File: config.mk
export PLATFORM = sky130hd
export DESIGN_NAME = cws_cell
export DESIGN_NICKNAME = d
export VERILOG_FILES = /design/src/hdl/assert_macros.svh /design/src/hdl/cws_pkg.sv /design/src/hdl/cws_cell.sv
export SDC_FILE = /design/constraint.sdc
export NUM_CORES = 1
export LEC_CHECK = 0
export BUFFER_PORTS_ARGS = -buffer_cell sky130_fd_sc_hd__buf_2
export CORE_MARGIN = 4
export CORE_UTILIZATION = 46
export CTS_BUF_LIST = sky130_fd_sc_hd__clkbuf_16
export DETAILED_ROUTE_END_ITERATION = 16
export PLACE_DENSITY = 0.78
export SLEW_MARGIN = 10
export SYNTH_ARGS = -nofsm -noshare
export SYNTH_HDL_FRONTEND = slang
export SYNTH_SLANG_ARGS = --single-unit
File: constraint.sdc
create_clock -name clk -period 3.1 [get_ports clk]
set_clock_uncertainty 0.15 [all_clocks]
set_input_delay 0.31 -clock clk [delete_from_list [all_inputs] [get_ports clk]]
set_output_delay 0.31 -clock clk [all_outputs]
set_load 0.01 [all_outputs]
File: src/hdl/assert_macros.svh
// Assertion helpers shared by the RTL. Each macro takes a label, the clock,
// the active-low reset and the two sides of the implication.
`ifndef ASSERT_MACROS_SVH
`define ASSERT_MACROS_SVH

// The consequent must hold in the same cycle as the antecedent.
`define ASSERT_SAME(label, clk, rst_n, ante, cons) \
    label: assert property (@(posedge clk) disable iff (!rst_n) (ante) |-> (cons)) \
        else $error("same-cycle assertion failed");

// The consequent must hold in the cycle after the antecedent.
`define ASSERT_NEXT(label, clk, rst_n, ante, cons) \
    label: assert property (@(posedge clk) disable iff (!rst_n) (ante) |=> (cons)) \
        else $error("next-cycle assertion failed");

`endif

File: src/hdl/cws_pkg.sv
package cws_pkg;

    localparam int WORD_W = 32;

    typedef logic [WORD_W-1:0] word_t;

    typedef enum logic [0:0] {
        ST_LOAD,
        ST_DRAIN
    } state_t;

    // Broadcast to every cell of the chain.
    typedef struct packed {
        logic load;   // insert the broadcast word at its sorted place
        logic drain;  // shift the whole row one place toward cell 0
    } cell_ctrl_t;

endpackage

File: src/hdl/cws_cell.sv
module cws_cell #(
    parameter int CNT_W    = 7,
    parameter int CELL_IDX = 0
) (
    input  logic                clk,
    input  cws_pkg::cell_ctrl_t ctrl,
    input  logic [CNT_W-1:0]    count,
    input  cws_pkg::word_t      word,
    input  cws_pkg::word_t      left_value,
    input  logic                left_gt,
    input  cws_pkg::word_t      right_value,
    output cws_pkg::word_t      value,
    output logic                gt
);

    localparam logic [CNT_W:0] IDX = (CNT_W + 1)'(CELL_IDX);

    cws_pkg::word_t value_reg;
    cws_pkg::word_t value_next;
    logic           is_empty;

    // A cell at or beyond the fill count holds nothing and sorts above any word.
    assign is_empty = ({1'b0, count} <= IDX);
    assign gt       = is_empty || (value_reg > word);
    assign value    = value_reg;

    always_comb
    begin
        value_next = value_reg;
        if (ctrl.load && gt)
        begin
            // The first cell above the new word takes it; the rest shift right.
            if (left_gt)
            begin
                value_next = left_value;
            end
            else
            begin
                value_next = word;
            end
        end
        else if (ctrl.drain)
        begin
            value_next = right_value;
        end
    end

    always_ff @(posedge clk)
    begin
        value_reg <= value_next;
    end

endmodule

==> reports/metrics.yaml <==
yosys:
  synth_cell_types: 40
  yosys_warnings: 0
  synth_edf_count: 32
  syn_inst: 379
  synth_area_um2: 3760
  synth_nets: 518
  seq_area_frac_synth: 0.256
  syn_area_per_cell_um2: 9.91
  ys.flop_type: "edfxtp_1"
  synth.ff_latch_count: 32
  async_flop_share: 0
global_route:
  antenna_found_initial: 0
  gr-total-overflow: 0
  grtUsageTotal: 0.218
  grt_pass1_vias: 3741
  grt_pass1_wl_mm: 17.3
  grt_max_degree: 36
clock_tree:
  clkTransAtPathRegs_ps: 50
  cts.repair.resized: 0
  postCtsHoldBufs: 0
  htree_levels: 2
  cts_buffer_depth: 2
  clkSinkCount: 32
  cts_root_buf: "clkbuf_16"
  clk_latency_ps: 270
  cts_buffers: 5
  cts_tree: "done"
  cts_setup_buffers: 0
sta:
  slew_headroom: 0.642
  rsz0062_at_grt: "false"
  worst_pin_slew_ps: 536
  fin_ws_ps: 127
  max_freq_ghz: 0.336
  slew_violations: 0
  hold_violations: 0
  finalSetupViolations: 0
  fin_crit_sh: 0.959
  finalCriticalPeriod_ps: 2970
  fin_setup_tns_ps: 0
route:
  wirelength_mm: 11.1
  avgRoutedWirePerCell_um: 18.1
  antenna_left: 0
  drtPass1Iterations: 4
  dr.first_iter.drc_count: 187
  route.detailed.drc: 0
  vias_per_cell: 5.93
  num_vias: 3617
setup_path:
  crit_chain: "ha_1, a21oi_1, o21ai_0, a221o_1, a211o_2, nor2_1, o21bai_1, buf_2"
  reg2reg_from: "value[23]"
  arrival_ps: 2510
  slowest_stage: "a211o_2"
  startpoint_type: "flip-flop"
  worst-setup-path-type: "reg2out"
  timing.rr.end: "value[12]"
  critPathCaptureType: "primary output"
  reg2reg_depth: 8
  path_max_fanout: 14
  r2r_setup_slack_ps: 180
  crit_path_max_incr_delay_ps: 450
  critPathRequiredTime_ps: 2640
placed_design:
  dp_slack_ps: 117
  dpl.cell_count: 605
  io_buffers: 139
  gp_congestion: 0.845
  dp_hpwl_mm: 8.59
layout:
  antenna_cells: 0
  drive_above_1_share: 0.453
  fin_nets: 649
  final_common_cell: "buf_2"
  fin_cells: 610
  area_delta_synth_final_pct: 22.5
  largest_reg_flops: 32
  final_cell_mix: "buf_2 (139), nand2_1 (39), nor4_1 (34), and2_1 (33)"
run_status:
  status: "completed"
min_path:
  min_to: "value[16]"
  hp-class: "in2reg"
  min_delay_path_depth: 3
  hp-start: "right_value[16]"
die:
  die-area_um2: 9680
  die_w_um: 98.4
  start_util: 0.479
  die_h_um: 98.4
  coreArea_um2: 7850
  row_count: 32
  io_pins: 140
pwr:
  irDropWorstVdd_uv: 188
  p_seq_frac: 0.325
  pwr-share-clk: 0.227
  combPwrFrac: 0.448
  powerDensity_nw_per_um2: 430
  switchingPower_w: 0.000720
  p_sw_frac: 0.364
  intPower_w: 0.00126
  leakage_nw: 2.06
run:
  drv_cap: 0
-- per-layer routing --
| layer | track usage | vias to the layer above | routed length [µm] |
|---|---|---|---|
| li1 | - | 1709 | - |
| met1 | 0.271 | 1690 | 4430 |
| met2 | 0.367 | 188 | 5490 |
| met3 | 0.0371 | 30 | 828 |
| met4 | 0.0987 | 0 | 316 |
| met5 | 0 | - | 0 |
-- metrics by stage --
step / total power [W] / area [µm²] / hold slack, ps / util
2_1_floorplan: 0.00125 / 3760 / 470 / -
3_3_place_gp: 0.00149 / 4480 / 583 / 0.570
3_5_place_dp: 0.00153 / 4480 / 597 / 0.570
4_1_cts: 0.00198 / 4600 / 320 / 0.586
5_1_grt: 0.00209 / 4600 / 335 / 0.586
6_report: 0.00198 / 4600 / 314 / 0.586
-- power groups by stage --
stage	clock (W)	combinational, W	sequential, W
after floorplan	0	0.000565	0.000682
after global placement	0	0.000844	0.000650
after detailed placement	0	0.000880	0.000651
after CTS	0.000452	0.000884	0.000644
after global routing	0.000471	0.000969	0.000653
final	0.000449	0.000886	0.000644
-- layout make-up --
type	count	area (µm²)
fillers	712	3250
multi-input cells	285	2450
flip-flops and latches	32	961
repair buffers	154	821
well taps	102	128
clock buffers	5	125
inverters	32	120
-- worst max-delay path, delay by kind of cell (launching register included) --
family | cells | cell delay, ps
adders and majority gates | 1 | 350
DFF | 1 | 400
buffers and inverters | 1 | 150
AOI/OAI and AO/OA | 5 | 1190
and+or+nand+nor | 1 | 160
-- worst max path at each step --
stage                          from        end  slack [ps]  cells past startpoint
after floorplan           value[30]   value[0]         240                      8
after global placement    value[23]  value[19]         150                      8
after detailed placement   word[23]  value[10]         120                     10
after CTS                 value[23]         gt          80                      8
after global routing      value[21]  value[12]          30                      8
final                     value[23]         gt         130                      8
-- synth_stat cells (all sizes together), types with 8 or more instances --
master | count | area (µm²)
mux2i | 32 | 320
inv | 32 | 120
buf | 22 | 203
edfxtp | 32 | 961
o22ai | 32 | 388
ha | 32 | 400
nand4 | 8 | 56.3
a21oi | 13 | 68.8
a211oi | 32 | 395
clkbuf | 8 | 30.0
nand2 | 39 | 146
and2 | 33 | 206
nor4 | 35 | 234
-- kinds of logic (layout without fill, tap and decap cells) --
| logic type | after synthesis | after routing | share of synthesized area |
|---|---|---|---|
| and+or+nand+nor | 128 | 128 | 0.191 |
| AOI/OAI and AO/OA | 93 | 93 | 0.267 |
| buffers and inverters | 62 | 191 | 0.0939 |
| adders and majority gates | 32 | 32 | 0.107 |
| muxes | 32 | 32 | 0.0852 |
| DFF | 32 | 32 | 0.256 |
No activity file was read; power rests on OpenSTA's default activity.
